`src/hw/rtl/sgw_pkg.sv`:
```
// Shared types, codes and defaults for the scatter-gather segment walker.
package sgw_pkg;

    // Field widths of the two channels
    localparam int CMD_W      = 2;
    localparam int FIELD_AW   = 48;
    localparam int LEN_W      = 32;
    localparam int OFS_W      = 38;
    localparam int STAT_W     = 2;

    // Defaults for the top level parameters
    localparam int MAX_ENTRIES_DEF = 32;
    localparam int ADDR_BITS_DEF   = 48;

    typedef enum logic [CMD_W-1:0] {
        CMD_CLEAR    = 2'd0,
        CMD_APPEND   = 2'd1,
        CMD_WALK_IN  = 2'd2,
        CMD_WALK_OUT = 2'd3
    } cmd_t;

    typedef enum logic [STAT_W-1:0] {
        ST_OK   = 2'd0,
        ST_MORE = 2'd1,
        ST_FULL = 2'd2
    } resp_code_t;

    typedef enum logic [4:0] {
        S_IDLE,
        S_APPEND_ADD,
        S_CLAMP1,
        S_CLAMP2,
        S_FIND_REQ,
        S_FIND_ADD,
        S_FIND_CMP,
        S_FIND_WITHIN,
        S_EMIT_AVAIL,
        S_EMIT_TAKE,
        S_EMIT_ADDR,
        S_EMIT_REM,
        S_EMIT_COV,
        S_EMIT_PUSH,
        S_EMIT_NEXT,
        S_EMIT_REQ,
        S_FINISH
    } state_t;

endpackage

```
`src/hw/rtl/sgw_ram.sv`:
```
// Generic single-write, single-read RAM with registered read data.
module sgw_ram #(
    parameter int WIDTH = 80,
    parameter int DEPTH = 32,
    localparam int AW = (DEPTH > 1) ? $clog2(DEPTH) : 1
) (
    input  logic             clk,
    input  logic             we,
    input  logic [AW-1:0]    waddr,
    input  logic [WIDTH-1:0] wdata,
    input  logic [AW-1:0]    raddr,
    output logic [WIDTH-1:0] rdata
);

    logic [WIDTH-1:0] mem_reg [DEPTH];
    logic [WIDTH-1:0] rdata_reg;

    // Write port and registered read port
    always_ff @(posedge clk)
    begin
        if (we)
        begin
            mem_reg[waddr] <= wdata;
        end
        rdata_reg <= mem_reg[raddr];
    end

    assign rdata = rdata_reg;

endmodule

```
`src/hw/rtl/sgw_alu.sv`:
```
// Shared add/subtract unit with borrow flag, used for the append and walk arithmetic.
module sgw_alu #(
    parameter int W = 49
) (
    input  logic         sub,
    input  logic [W-1:0] a,
    input  logic [W-1:0] b,
    output logic [W-1:0] result,
    output logic         borrow
);

    logic [W:0] sum;

    // a + b, or a + ~b + 1 for a - b; no carry out on subtract means a < b
    assign sum    = {1'b0, a} + {1'b0, b ^ {W{sub}}} + {{W{1'b0}}, sub};
    assign result = sum[W-1:0];
    assign borrow = sub & ~sum[W];

endmodule

```
`src/hw/rtl/scatter_gather_segment_walker.sv`:
```
// Top level: segment list, walk sequencer and output register.
//
//  channel | handshake            | payload
//  --------+----------------------+-----------------------------------------------
//  in      | in_valid / in_ready  | command, phys_addr, length, start_offset,
//          |                      | buffer_length
//  out     | out_valid / out_ready| status, seg_addr, seg_length, covered_total, last
//
// A walk passes over the entries that end at or before the start offset, then emits a
// segment per entry until the length is covered (none for a zero-size entry), its sums
// going through the one shared adder and its entries through the list RAM read; a walk
// with no start entry or nothing to cover emits no segment.
// Reset clears the list count, total, sequencer, held-segment flag and out_valid at once.
// in_ready is high only while the sequencer is idle; a full output register holds
// the sequencer at the next result until the downstream side takes it.
module scatter_gather_segment_walker
    import sgw_pkg::*;
#(
    parameter int MAX_ENTRIES = MAX_ENTRIES_DEF,
    parameter int ADDR_BITS   = ADDR_BITS_DEF
) (
    input  logic                clk,
    input  logic                rst_n,
    input  logic                in_valid,
    output logic                in_ready,
    input  logic [CMD_W-1:0]    command,
    input  logic [FIELD_AW-1:0] phys_addr,
    input  logic [LEN_W-1:0]    length,
    input  logic [OFS_W-1:0]    start_offset,
    input  logic [OFS_W-1:0]    buffer_length,
    output logic                out_valid,
    input  logic                out_ready,
    output logic [STAT_W-1:0]   status,
    output logic [FIELD_AW-1:0] seg_addr,
    output logic [LEN_W-1:0]    seg_length,
    output logic [OFS_W-1:0]    covered_total,
    output logic                last
);

    localparam int IDX_W  = (MAX_ENTRIES > 1) ? $clog2(MAX_ENTRIES) : 1;
    localparam int CNT_W  = $clog2(MAX_ENTRIES + 1);
    localparam int ENT_W  = ADDR_BITS + LEN_W;
    localparam int ALU_W  = ((ADDR_BITS > OFS_W) ? ADDR_BITS : OFS_W) + 1;

    // Sequencer
    state_t state_reg, state_next;

    // Latched transaction
    cmd_t               cmd_reg, cmd_next;
    logic [LEN_W-1:0]   len_reg, len_next;
    logic [OFS_W-1:0]   offset_reg, offset_next;
    logic [OFS_W-1:0]   buflen_reg, buflen_next;
    resp_code_t         resp_status_reg, resp_status_next;

    // List bookkeeping
    logic [CNT_W-1:0]   count_reg, count_next;
    logic [OFS_W-1:0]   total_reg, total_next;

    // Walk working registers
    logic [CNT_W-1:0]     idx_reg, idx_next;
    logic [OFS_W-1:0]     remaining_reg, remaining_next;
    logic [OFS_W-1:0]     start_reg, start_next;
    logic [OFS_W-1:0]     end_reg, end_next;
    logic [LEN_W-1:0]     within_reg, within_next;
    logic [LEN_W-1:0]     avail_reg, avail_next;
    logic [LEN_W-1:0]     take_reg, take_next;
    logic [ADDR_BITS-1:0] addr_reg, addr_next;
    logic [OFS_W-1:0]     covered_reg, covered_next;

    // Segment held back until it is known whether it is the final one
    logic                 pend_valid_reg, pend_valid_next;
    logic [ADDR_BITS-1:0] pend_addr_reg, pend_addr_next;
    logic [LEN_W-1:0]     pend_len_reg, pend_len_next;
    logic [OFS_W-1:0]     pend_cov_reg, pend_cov_next;

    // Output register
    logic                 out_valid_reg, out_valid_next;
    resp_code_t           out_status_reg, out_status_next;
    logic [FIELD_AW-1:0]  out_addr_reg, out_addr_next;
    logic [LEN_W-1:0]     out_len_reg, out_len_next;
    logic [OFS_W-1:0]     out_cov_reg, out_cov_next;
    logic                 out_last_reg, out_last_next;

    // Shared adder and list RAM
    logic             alu_sub;
    logic [ALU_W-1:0] alu_a, alu_b, alu_res;
    logic             alu_borrow;
    logic             ram_we;
    logic [ENT_W-1:0] ram_wdata, ram_rdata;
    logic [LEN_W-1:0]     ent_bytes;
    logic [ADDR_BITS-1:0] ent_phys;

    logic in_fire, out_free, list_full, walk_done;

    assign in_fire   = in_valid & in_ready;
    assign out_free  = ~out_valid_reg | out_ready;
    assign list_full = (count_reg >= CNT_W'(MAX_ENTRIES));
    assign walk_done = (remaining_reg == '0) || (idx_reg == count_reg);
    assign ent_phys  = ram_rdata[ADDR_BITS-1:0];
    assign ent_bytes = ram_rdata[ADDR_BITS +: LEN_W];

    sgw_alu #(
        .W (ALU_W)
    ) u_alu (
        .sub    (alu_sub),
        .a      (alu_a),
        .b      (alu_b),
        .result (alu_res),
        .borrow (alu_borrow)
    );

    sgw_ram #(
        .WIDTH (ENT_W),
        .DEPTH (MAX_ENTRIES)
    ) u_list (
        .clk   (clk),
        .we    (ram_we),
        .waddr (count_reg[IDX_W-1:0]),
        .wdata (ram_wdata),
        .raddr (idx_reg[IDX_W-1:0]),
        .rdata (ram_rdata)
    );

    // Next state
    always_comb
    begin
        state_next = state_reg;
        case (state_reg)
            S_IDLE:
            begin
                if (in_valid)
                begin
                    case (cmd_t'(command))
                        CMD_CLEAR:  state_next = S_FINISH;
                        CMD_APPEND: state_next = list_full ? S_FINISH : S_APPEND_ADD;
                        default:    state_next = S_CLAMP1;
                    endcase
                end
            end
            S_APPEND_ADD:  state_next = S_FINISH;
            S_CLAMP1:      state_next = S_CLAMP2;
            S_CLAMP2:      state_next = S_FIND_REQ;
            S_FIND_REQ:    state_next = walk_done ? S_FINISH : S_FIND_ADD;
            S_FIND_ADD:    state_next = S_FIND_CMP;
            S_FIND_CMP:    state_next = alu_borrow ? S_FIND_WITHIN : S_FIND_REQ;
            S_FIND_WITHIN: state_next = S_EMIT_AVAIL;
            S_EMIT_AVAIL:  state_next = S_EMIT_TAKE;
            S_EMIT_TAKE:   state_next = (avail_reg == '0) ? S_EMIT_NEXT : S_EMIT_ADDR;
            S_EMIT_ADDR:   state_next = S_EMIT_REM;
            S_EMIT_REM:    state_next = S_EMIT_COV;
            S_EMIT_COV:    state_next = S_EMIT_PUSH;
            S_EMIT_PUSH:
            begin
                if (~pend_valid_reg || out_free)
                begin
                    state_next = S_EMIT_NEXT;
                end
            end
            S_EMIT_NEXT:   state_next = S_EMIT_REQ;
            S_EMIT_REQ:    state_next = walk_done ? S_FINISH : S_EMIT_AVAIL;
            S_FINISH:
            begin
                if (out_free)
                begin
                    state_next = S_IDLE;
                end
            end
            default:       state_next = S_IDLE;
        endcase
    end

    // Sequencer outputs: handshake, adder operands, list write
    always_comb
    begin
        in_ready  = (state_reg == S_IDLE);
        alu_sub   = 1'b0;
        alu_a     = '0;
        alu_b     = '0;
        ram_we    = 1'b0;
        ram_wdata = {length, ADDR_BITS'(phys_addr)};
        case (state_reg)
            S_IDLE:
            begin
                ram_we = in_valid && (cmd_t'(command) == CMD_APPEND) && ~list_full;
            end
            S_APPEND_ADD:
            begin
                alu_a = ALU_W'(total_reg);
                alu_b = ALU_W'(len_reg);
            end
            S_CLAMP1:
            begin
                alu_sub = 1'b1;
                alu_a   = ALU_W'(len_reg);
                alu_b   = ALU_W'(total_reg);
            end
            S_CLAMP2:
            begin
                alu_sub = 1'b1;
                alu_a   = ALU_W'(buflen_reg);
                alu_b   = ALU_W'(remaining_reg);
            end
            S_FIND_ADD:
            begin
                alu_a = ALU_W'(start_reg);
                alu_b = ALU_W'(ent_bytes);
            end
            S_FIND_CMP:
            begin
                alu_sub = 1'b1;
                alu_a   = ALU_W'(offset_reg);
                alu_b   = ALU_W'(end_reg);
            end
            S_FIND_WITHIN:
            begin
                alu_sub = 1'b1;
                alu_a   = ALU_W'(offset_reg);
                alu_b   = ALU_W'(start_reg);
            end
            S_EMIT_AVAIL:
            begin
                alu_sub = 1'b1;
                alu_a   = ALU_W'(ent_bytes);
                alu_b   = ALU_W'(within_reg);
            end
            S_EMIT_TAKE:
            begin
                alu_sub = 1'b1;
                alu_a   = ALU_W'(remaining_reg);
                alu_b   = ALU_W'(avail_reg);
            end
            S_EMIT_ADDR:
            begin
                alu_a = ALU_W'(ent_phys);
                alu_b = ALU_W'(within_reg);
            end
            S_EMIT_REM:
            begin
                alu_sub = 1'b1;
                alu_a   = ALU_W'(remaining_reg);
                alu_b   = ALU_W'(take_reg);
            end
            S_EMIT_COV:
            begin
                alu_a = ALU_W'(covered_reg);
                alu_b = ALU_W'(take_reg);
            end
            default:
            begin
                alu_sub = 1'b0;
            end
        endcase
    end

    // Datapath next values
    always_comb
    begin
        cmd_next         = cmd_reg;
        len_next         = len_reg;
        offset_next      = offset_reg;
        buflen_next      = buflen_reg;
        resp_status_next = resp_status_reg;
        count_next       = count_reg;
        total_next       = total_reg;
        idx_next         = idx_reg;
        remaining_next   = remaining_reg;
        start_next       = start_reg;
        end_next         = end_reg;
        within_next      = within_reg;
        avail_next       = avail_reg;
        take_next        = take_reg;
        addr_next        = addr_reg;
        covered_next     = covered_reg;
        pend_valid_next  = pend_valid_reg;
        pend_addr_next   = pend_addr_reg;
        pend_len_next    = pend_len_reg;
        pend_cov_next    = pend_cov_reg;
        out_valid_next   = out_valid_reg & ~out_ready;
        out_status_next  = out_status_reg;
        out_addr_next    = out_addr_reg;
        out_len_next     = out_len_reg;
        out_cov_next     = out_cov_reg;
        out_last_next    = out_last_reg;

        case (state_reg)
            S_IDLE:
            begin
                if (in_fire)
                begin
                    cmd_next         = cmd_t'(command);
                    len_next         = length;
                    offset_next      = start_offset;
                    buflen_next      = buffer_length;
                    idx_next         = '0;
                    start_next       = '0;
                    covered_next     = '0;
                    pend_valid_next  = 1'b0;
                    resp_status_next = ST_OK;
                    case (cmd_t'(command))
                        CMD_CLEAR:
                        begin
                            count_next = '0;
                            total_next = '0;
                        end
                        CMD_APPEND:
                        begin
                            if (list_full)
                            begin
                                resp_status_next = ST_FULL;
                            end
                            else
                            begin
                                count_next = count_reg + CNT_W'(1);
                            end
                        end
                        default:
                        begin
                            resp_status_next = ST_OK;
                        end
                    endcase
                end
            end
            S_APPEND_ADD:
            begin
                total_next = alu_res[OFS_W-1:0];
            end
            // count = min(length, total)
            S_CLAMP1:
            begin
                remaining_next = alu_borrow ? OFS_W'(len_reg) : total_reg;
            end
            // want = min(buffer length, count)
            S_CLAMP2:
            begin
                remaining_next = alu_borrow ? buflen_reg : remaining_reg;
            end
            S_FIND_ADD:
            begin
                end_next = alu_res[OFS_W-1:0];
            end
            // entry ends at or before the offset: move on
            S_FIND_CMP:
            begin
                if (~alu_borrow)
                begin
                    start_next = end_reg;
                    idx_next   = idx_reg + CNT_W'(1);
                end
            end
            S_FIND_WITHIN:
            begin
                within_next = alu_res[LEN_W-1:0];
            end
            S_EMIT_AVAIL:
            begin
                avail_next = alu_res[LEN_W-1:0];
            end
            S_EMIT_TAKE:
            begin
                take_next = alu_borrow ? remaining_reg[LEN_W-1:0] : avail_reg;
            end
            S_EMIT_ADDR:
            begin
                addr_next = alu_res[ADDR_BITS-1:0];
            end
            S_EMIT_REM:
            begin
                remaining_next = alu_res[OFS_W-1:0];
            end
            S_EMIT_COV:
            begin
                covered_next = alu_res[OFS_W-1:0];
            end
            // A new segment pushes the held one out as a non-final result
            S_EMIT_PUSH:
            begin
                if (~pend_valid_reg || out_free)
                begin
                    if (pend_valid_reg)
                    begin
                        out_valid_next  = 1'b1;
                        out_status_next = ST_OK;
                        out_addr_next   = FIELD_AW'(pend_addr_reg);
                        out_len_next    = pend_len_reg;
                        out_cov_next    = pend_cov_reg;
                        out_last_next   = 1'b0;
                    end
                    pend_valid_next = 1'b1;
                    pend_addr_next  = addr_reg;
                    pend_len_next   = take_reg;
                    pend_cov_next   = covered_reg;
                end
            end
            S_EMIT_NEXT:
            begin
                idx_next    = idx_reg + CNT_W'(1);
                within_next = '0;
            end
            // Final result of the transaction
            S_FINISH:
            begin
                if (out_free)
                begin
                    out_valid_next = 1'b1;
                    out_last_next  = 1'b1;
                    if (pend_valid_reg)
                    begin
                        out_addr_next = FIELD_AW'(pend_addr_reg);
                        out_len_next  = pend_len_reg;
                        out_cov_next  = pend_cov_reg;
                    end
                    else
                    begin
                        out_addr_next = '0;
                        out_len_next  = '0;
                        out_cov_next  = '0;
                    end
                    case (cmd_reg)
                        CMD_WALK_IN:
                        begin
                            out_status_next = (remaining_reg != '0) ? ST_MORE : ST_OK;
                        end
                        CMD_WALK_OUT:
                        begin
                            out_status_next = ST_OK;
                        end
                        default:
                        begin
                            out_status_next = resp_status_reg;
                        end
                    endcase
                    pend_valid_next = 1'b0;
                end
            end
            default:
            begin
                out_last_next = out_last_reg;
            end
        endcase
    end

    // Control registers
    always_ff @(posedge clk or negedge rst_n)
    begin
        if (!rst_n)
        begin
            state_reg      <= S_IDLE;
            count_reg      <= '0;
            total_reg      <= '0;
            pend_valid_reg <= 1'b0;
            out_valid_reg  <= 1'b0;
        end
        else
        begin
            state_reg      <= state_next;
            count_reg      <= count_next;
            total_reg      <= total_next;
            pend_valid_reg <= pend_valid_next;
            out_valid_reg  <= out_valid_next;
        end
    end

    // Payload registers
    always_ff @(posedge clk)
    begin
        cmd_reg         <= cmd_next;
        len_reg         <= len_next;
        offset_reg      <= offset_next;
        buflen_reg      <= buflen_next;
        resp_status_reg <= resp_status_next;
        idx_reg         <= idx_next;
        remaining_reg   <= remaining_next;
        start_reg       <= start_next;
        end_reg         <= end_next;
        within_reg      <= within_next;
        avail_reg       <= avail_next;
        take_reg        <= take_next;
        addr_reg        <= addr_next;
        covered_reg     <= covered_next;
        pend_addr_reg   <= pend_addr_next;
        pend_len_reg    <= pend_len_next;
        pend_cov_reg    <= pend_cov_next;
        out_status_reg  <= out_status_next;
        out_addr_reg    <= out_addr_next;
        out_len_reg     <= out_len_next;
        out_cov_reg     <= out_cov_next;
        out_last_reg    <= out_last_next;
    end

    assign out_valid     = out_valid_reg;
    assign status        = out_status_reg;
    assign seg_addr      = out_addr_reg;
    assign seg_length    = out_len_reg;
    assign covered_total = out_cov_reg;
    assign last          = out_last_reg;

endmodule
```
`config.mk`:
```
export PLATFORM = sky130hd
export DESIGN_NAME = scatter_gather_segment_walker
export DESIGN_NICKNAME = d
export VERILOG_FILES = /design/src/hw/rtl/sgw_pkg.sv /design/src/hw/rtl/sgw_ram.sv /design/src/hw/rtl/sgw_alu.sv /design/src/hw/rtl/scatter_gather_segment_walker.sv
export SDC_FILE = /design/constraint.sdc
export NUM_CORES = 2
export LEC_CHECK = 0
export ABC_AREA = 1
export BUFFER_PORTS_ARGS = -buffer_cell sky130_fd_sc_hd__buf_2
export CAP_MARGIN = 20
export CORE_MARGIN = 2
export CORE_UTILIZATION = 30
export DETAILED_ROUTE_END_ITERATION = 8
export PLACE_DENSITY_LB_ADDON = 0.05
export SETUP_SLACK_MARGIN = 0.1
export SLEW_MARGIN = 30
export SYNTH_ARGS = -nofsm -noshare
export SYNTH_HDL_FRONTEND = slang
export SYNTH_HIERARCHICAL = 1
export SYNTH_SLANG_ARGS = --single-unit
export TNS_END_PERCENT = 20
```
`constraint.sdc`:
```
create_clock -name clk -period 6.8 [get_ports clk]
set_input_delay 1.36 -clock clk [delete_from_list [all_inputs] [get_ports clk]]
set_output_delay 1.36 -clock clk [all_outputs]
set_load 0.02 [all_outputs]
```
**Word level (Yosys, flattened, before mapping)**

Memory sizes are Yosys's and may differ from the RTL's. A register that Yosys moved wholly into a read port is not among the register bits.
Index checks and enable logic that the tools add are counted.

- Add/subtract/negate cells: 4
- Magnitude comparators: 1
- Equal/unequal tests: 29
- Multiplexer cells: 67
- Bitwise logic cells: 10
- Reduce and logical (&&, ||, !) cells: 34

Operators with widths:

| cell | number |
|---|---|
| $pmux W48 S9 | 1 |
| $mux W38 | 10 |
| $pmux W38 S9 | 1 |
| $pmux W38 S2 | 4 |
| $mux W48 | 4 |
| $mux W32 | 5 |
| $pmux W32 S2 | 2 |
| $pmux W38 S3 | 1 |
| $pmux W48 S2 | 1 |
| $pmux W5 S17 | 1 |
| $add A48 B49 Y50 | 1 |
| $add A50 B1 Y50 | 1 |
| $xor A38 B49 Y49 | 1 |
| $eq A5 B4 Y1 const B | 8 |
| $logic_not A38 Y1 | 1 |
| $reduce_bool A38 Y1 | 1 |
| $logic_not A32 Y1 | 1 |
| $mux W5 | 6 |
| $eq A5 B3 Y1 const B | 4 |
| $mux W6 | 3 |
| $pmux W6 S3 | 1 |
| $mux W1 | 14 |
| $ne A2 B2 Y1 const B | 7 |
| $add A6 B1 Y6 const B | 2 |
| 29 further kinds | 64 |

- Bits in registers: 704
- RAM bits: 2560
- Bits of input ports: 162
- Output and inout port bits: 123
- Logic and storage cells: 173
- Memories kept: 1

Memories:

| name | depth | width | read ports | clocked after memory_dff | wr ports | line | text |
|---|---|---|---|---|---|---|---|
| u_list.mem_reg | 32 | 80 | 1 | 1 | 1 | sgw_ram.sv:15 | `logic [WIDTH-1:0] mem_reg [DEPTH];` |

**Longest topological paths before layout**

- Word-level depth: 10
- Gate-level depth with buffers: 31
- Mapped depth without buffers: 28

**Hierarchy**

The synthesis kept the hierarchy.

Modules (own cells, without submodules):

| module | instances | cells an instance | area an instance (um2) | seq. area each (um2) |
|---|---|---|---|---|
| sgw_ram | 1 | 8450 | 103574.3 | 78475.3 |
| scatter_gather_segment_walker | 1 | 2514 | 29250.6 | 20855.0 |
| sgw_alu | 1 | 947 | 4802.1 | 0.0 |

**Least setup slack after synthesis**

No wires, ideal clock.

- Path type: input to register
- Start: in out_ready
- End: reg out_cov_reg[0], in the netlist covered_total[0] (enable)
- Setup time: 602 ps
- Arrival time: 6439 ps
- Required time: 6198 ps
- Slack: -241 ps
- Stages: 2
- Buffers on the path: 0
- Cell sequence: nor2_1 nor2_1

- Cells in the longest elaborated chain, start to end: 4
- Elaborated cells between the ends (all ways): 5
- Classes of those cells: eq/ne: 2; bitwise: 1; reduce/logical: 2

RTL lines:

| item | line | text |
|---|---|---|
| start: declaration | scatter_gather_segment_walker.sv:32 | `input logic out_ready,` |
| $or A1 B1 Y1 (*) | scatter_gather_segment_walker.sv:96 | `assign out_free = ~out_valid_reg \| out_ready;` |
| $logic_or A1 B1 Y1 | scatter_gather_segment_walker.sv:377 | `if (~pend_valid_reg \|\| out_free)` |
| $ne A2 B2 Y1 (no line) | -- |  |
| $reduce_and A4 Y1 (no line) (*) | -- |  |
| end signal: assignment | scatter_gather_segment_walker.sv:486 | `out_cov_reg <= out_cov_next;` |
| end: declaration | scatter_gather_segment_walker.sv:81 | `logic [OFS_W-1:0] out_cov_reg, out_cov_next;` |

Every way passes the cells marked *; elsewhere a longest branch is shown, timed or not.
A chain may end at the register's enable or synchronous reset.

**Worst setup path in the final report**

- Start: reg state_reg[0]
- End: reg idx_reg[4] (enable)

- Cells in the longest elaborated chain, start to end: 10
- Elaborated cells between the ends (all ways): 31
- Classes of those cells: add/sub: 2; eq/ne: 14; mux: 3; bitwise: 4; reduce/logical: 8

RTL lines:

| item | line | text |
|---|---|---|
| start: declaration | scatter_gather_segment_walker.sv:46 | `state_t state_reg, state_next;` |
| start signal: assignment | scatter_gather_segment_walker.sv:455 | `state_reg <= state_next;` |
| $eq A5 B4 Y1 | scatter_gather_segment_walker.sv:181 | `case (state_reg)` |
| $reduce_or A2 Y1 (no line) | -- |  |
| $pmux W38 S9 (*) | scatter_gather_segment_walker.sv:181 |  |
| net alu_b[10] | scatter_gather_segment_walker.sv:86 | `logic [ALU_W-1:0] alu_a, alu_b, alu_res;` |
| $xor A38 B49 Y49 (*) | sgw_alu.sv:15 | `assign sum = {1'b0, a} + {1'b0, b ^ {W{sub}}} + {{W{1'b0}}, sub};` |
| $add A48 B49 Y50 (*) | sgw_alu.sv:15 |  |
| $add A50 B1 Y50 (*) | sgw_alu.sv:15 |  |
| $not A1 Y1 (*) | sgw_alu.sv:17 | `assign borrow = sub & ~sum[W];` |
| $and A1 B1 Y1 (*) | sgw_alu.sv:17 |  |
| net alu_borrow | scatter_gather_segment_walker.sv:87 | `logic alu_borrow;` |
| $ne A2 B2 Y1 (no line) (*) | -- |  |
| $reduce_and A3 Y1 (no line) (*) | -- |  |
| end signal: assignment | scatter_gather_segment_walker.sv:471 | `idx_reg <= idx_next;` |
| end: declaration | scatter_gather_segment_walker.sv:60 | `logic [CNT_W-1:0] idx_reg, idx_next;` |

The timed path passes the listed nets; every way through them passes the cells marked *.

==> results.cfg <==
[run_status]
status = finished, final reports clean

[worst_setup_path]
cp_common_cell = nand2_1
cp_max_fo = 58
rr_worst_depth = 22
cp_cell_sequence = nand3_2 > nor2_4 > clkinv_2 > buf_4 > o22ai_1 > nor2_1 > nand4_1 > xor2_1 > ha_1 > nand2_1 > inv_1 > nand2_1 > nor2_2 > nand4_1 > nand3b_2 > nand2_1 > nand3_1 > nor2_4 > buf_12 > nand2_1 > nand2_1 > a21oi_1
max_stage_delay_ns = 0.71
arrival_ns = 6.36
worstSetupPathType = reg -> reg
critPathRequiredTime_ns = 7.42
r2r-start = state_reg[0]$_DFFE_PN0P_
slowest_stage = buf_4
timing.rr.end = idx_reg[4]$_SDFFCE_PN0P_
ff2ff_setup_slack_ns = 1.06
critPathLaunchType = flop
end_kind = flop

[sta]
worst_pin_slew_ns = 1.050
finalSetupViolCount = 0
max_freq_mhz = 174.3
skew_ns = 0.07424
min_period_over_period_pct = 84.39
grt_setup_unrepaired = false
drv_slew = 0
slew_headroom_pct = 29.99
worst_slack_ns = 1.062
tns_ns = 0
hold_violations = 0
post-route-min-period_ns = 5.738

[placement]
place_congestion = 0.9020
place_ws_ns = 1.145
port_buffers = 284
hpwl_um = 317500

[cts]
cts_resized = 0
cts_made_buffers = 395
ctsHoldBuffers = 0
cts_tree = built
cts_setup_buffers = 0
clock_sinks = 3343
clk_path_buf_depth = 4
clk_latency_ns = 1.01
cts_max_level = 5
root_buffer = clkbuf_16
path_clk_slew_ns = 0.08

[routing]
via_per_inst = 5.009
vias = 93470
wl_um = 545500
firstDrtPassIters = 6
drt_iter0_markers = 7680
wl_per_cell_um = 29.23
route.detailed.drc = 0
antenna_left = 0

[floorplan]
die_w_um = 681.1
io_pins = 285
dieHeight_um = 681.1
start_util_pct = 30.14
rows = 248
fp.coreArea_sq_um = 456400
dieArea_sq_um = 463900

[yosys]
yosysWarnings = 6
synth.avg_cell_area_sq_um = 11.56
synthesis.area_sq_um = 137600
synthCells = 11900

[finish]
largest_reg_flops = 2560
layout.nets = 12410
area_growth_pct = 16.53
n_fill_cell = 45050
drive_above_1_share_pct = 10.29

[global_route]
grt_use_total_pct = 22.97
grt_max_degree = 155
grt_first_pass_wirelength_um = 754400
antenna_found_initial = 60
grt_pass1_vias = 90800
overflow = 0

[power]
ir_drop_v = 0.0003413
power.total_w = 0.07212
leakagePower_nw = 58.80
power.density_nw_per_um2 = 449.9

[job]
max_cap_viol_count = 0

[min_path]
hold_path.class = in -> async
-- layer usage --
metal,wire length [um],part of all wire [%],global-route usage [%]
met1,243600,45,31.40
met2,260300,48,38.37
met3,24020,4.4,2.564
met4,17480,3.2,6.812
met5,46,0.0084,0
-- report_power, final --
group | switching, W | leakage [nW] | internal (W)
Combinational | 0.0188 | 22.2 | 0.00620
Clock | 0.00885 | 6.26 | 0.0123
Sequential | 0.00140 | 30.4 | 0.0246
-- critical path, delay by kind of cell (launching register included) --
| kind | cells | cell delay [ns] |
|---|---|---|
| buf+inv | 4 | 1.22 |
| flops | 1 | 0.59 |
| fa+ha+maj | 1 | 0.52 |
| compound gates | 2 | 0.74 |
| simple gates | 14 | 2.05 |
| xor+xnor | 1 | 0.17 |
-- how the worst max path moves through the flow --
stage | cells after the start | to | startpoint | slack (ns)
finish | 22 | idx_reg[4]$_SDFFCE_PN0P_ | state_reg[0]$_DFFE_PN0P_ | 1.06
floorplan | 23 | remaining_reg[0]$_DFFE_PP_ | state_reg[4]$_DFFE_PN0P_ | 0.27
detailed placement | 22 | idx_reg[0]$_SDFFCE_PN0P_ | state_reg[0]$_DFFE_PN0P_ | 1.15
global route | 22 | idx_reg[3]$_SDFFCE_PN0P_ | state_reg[0]$_DFFE_PN0P_ | 0.84
global placement | 20 | idx_reg[5]$_SDFFCE_PN0P_ | state_reg[0]$_DFFE_PN0P_ | 1.07
CTS | 22 | idx_reg[3]$_SDFFCE_PN0P_ | state_reg[0]$_DFFE_PN0P_ | 1.14
-- per-stage QoR --
stage	std cells	instance area (sq um)	utilization, %	hold slack (ns)
2_1_floorplan	11910	137600	-	0.4003
3_3_place_gp	17910	147300	32.28	0.4026
3_5_place_dp	17920	147500	32.31	0.4045
4_1_cts	18650	160300	35.11	0.2946
5_1_grt	18650	160300	35.11	0.3218
6_report	18660	160300	35.12	0.3224
-- cells in the final DEF, fill, tap and decap left out, types with 44 or more instances in the layout --
cell type     n
clkinv_1     66
buf_12      109
o22ai_1      80
clkbuf_16   402
nor2_4       57
nand4_1      44
edfxtp_1   3212
a21oi_1     121
ha_1         51
nand2_1    3704
buf_2       283
dfrtp_1      51
dfxtp_1      80
clkinv_2     70
xor2_1       75
inv_1       589
o21ai_0      99
nor2_1      394
buf_4       156
o211ai_1     77
clkbuf_1    102
nand3_1    2344
-- final cells by class --
cell class                 count  area (sq um)  share of cell area, %
clock inverter               194          1876                  1.170
timing repair buffer         554          4918                  3.069
sequential                  3343         99330                  61.97
inverter                     622          2377                  1.483
tap                         6125          7664                  4.781
multi-input combinational   7275         33190                  20.71
clock buffer                 538         10910                  6.807
antenna                        9         22.52                0.01405
(Power assumes the default switching activity.)
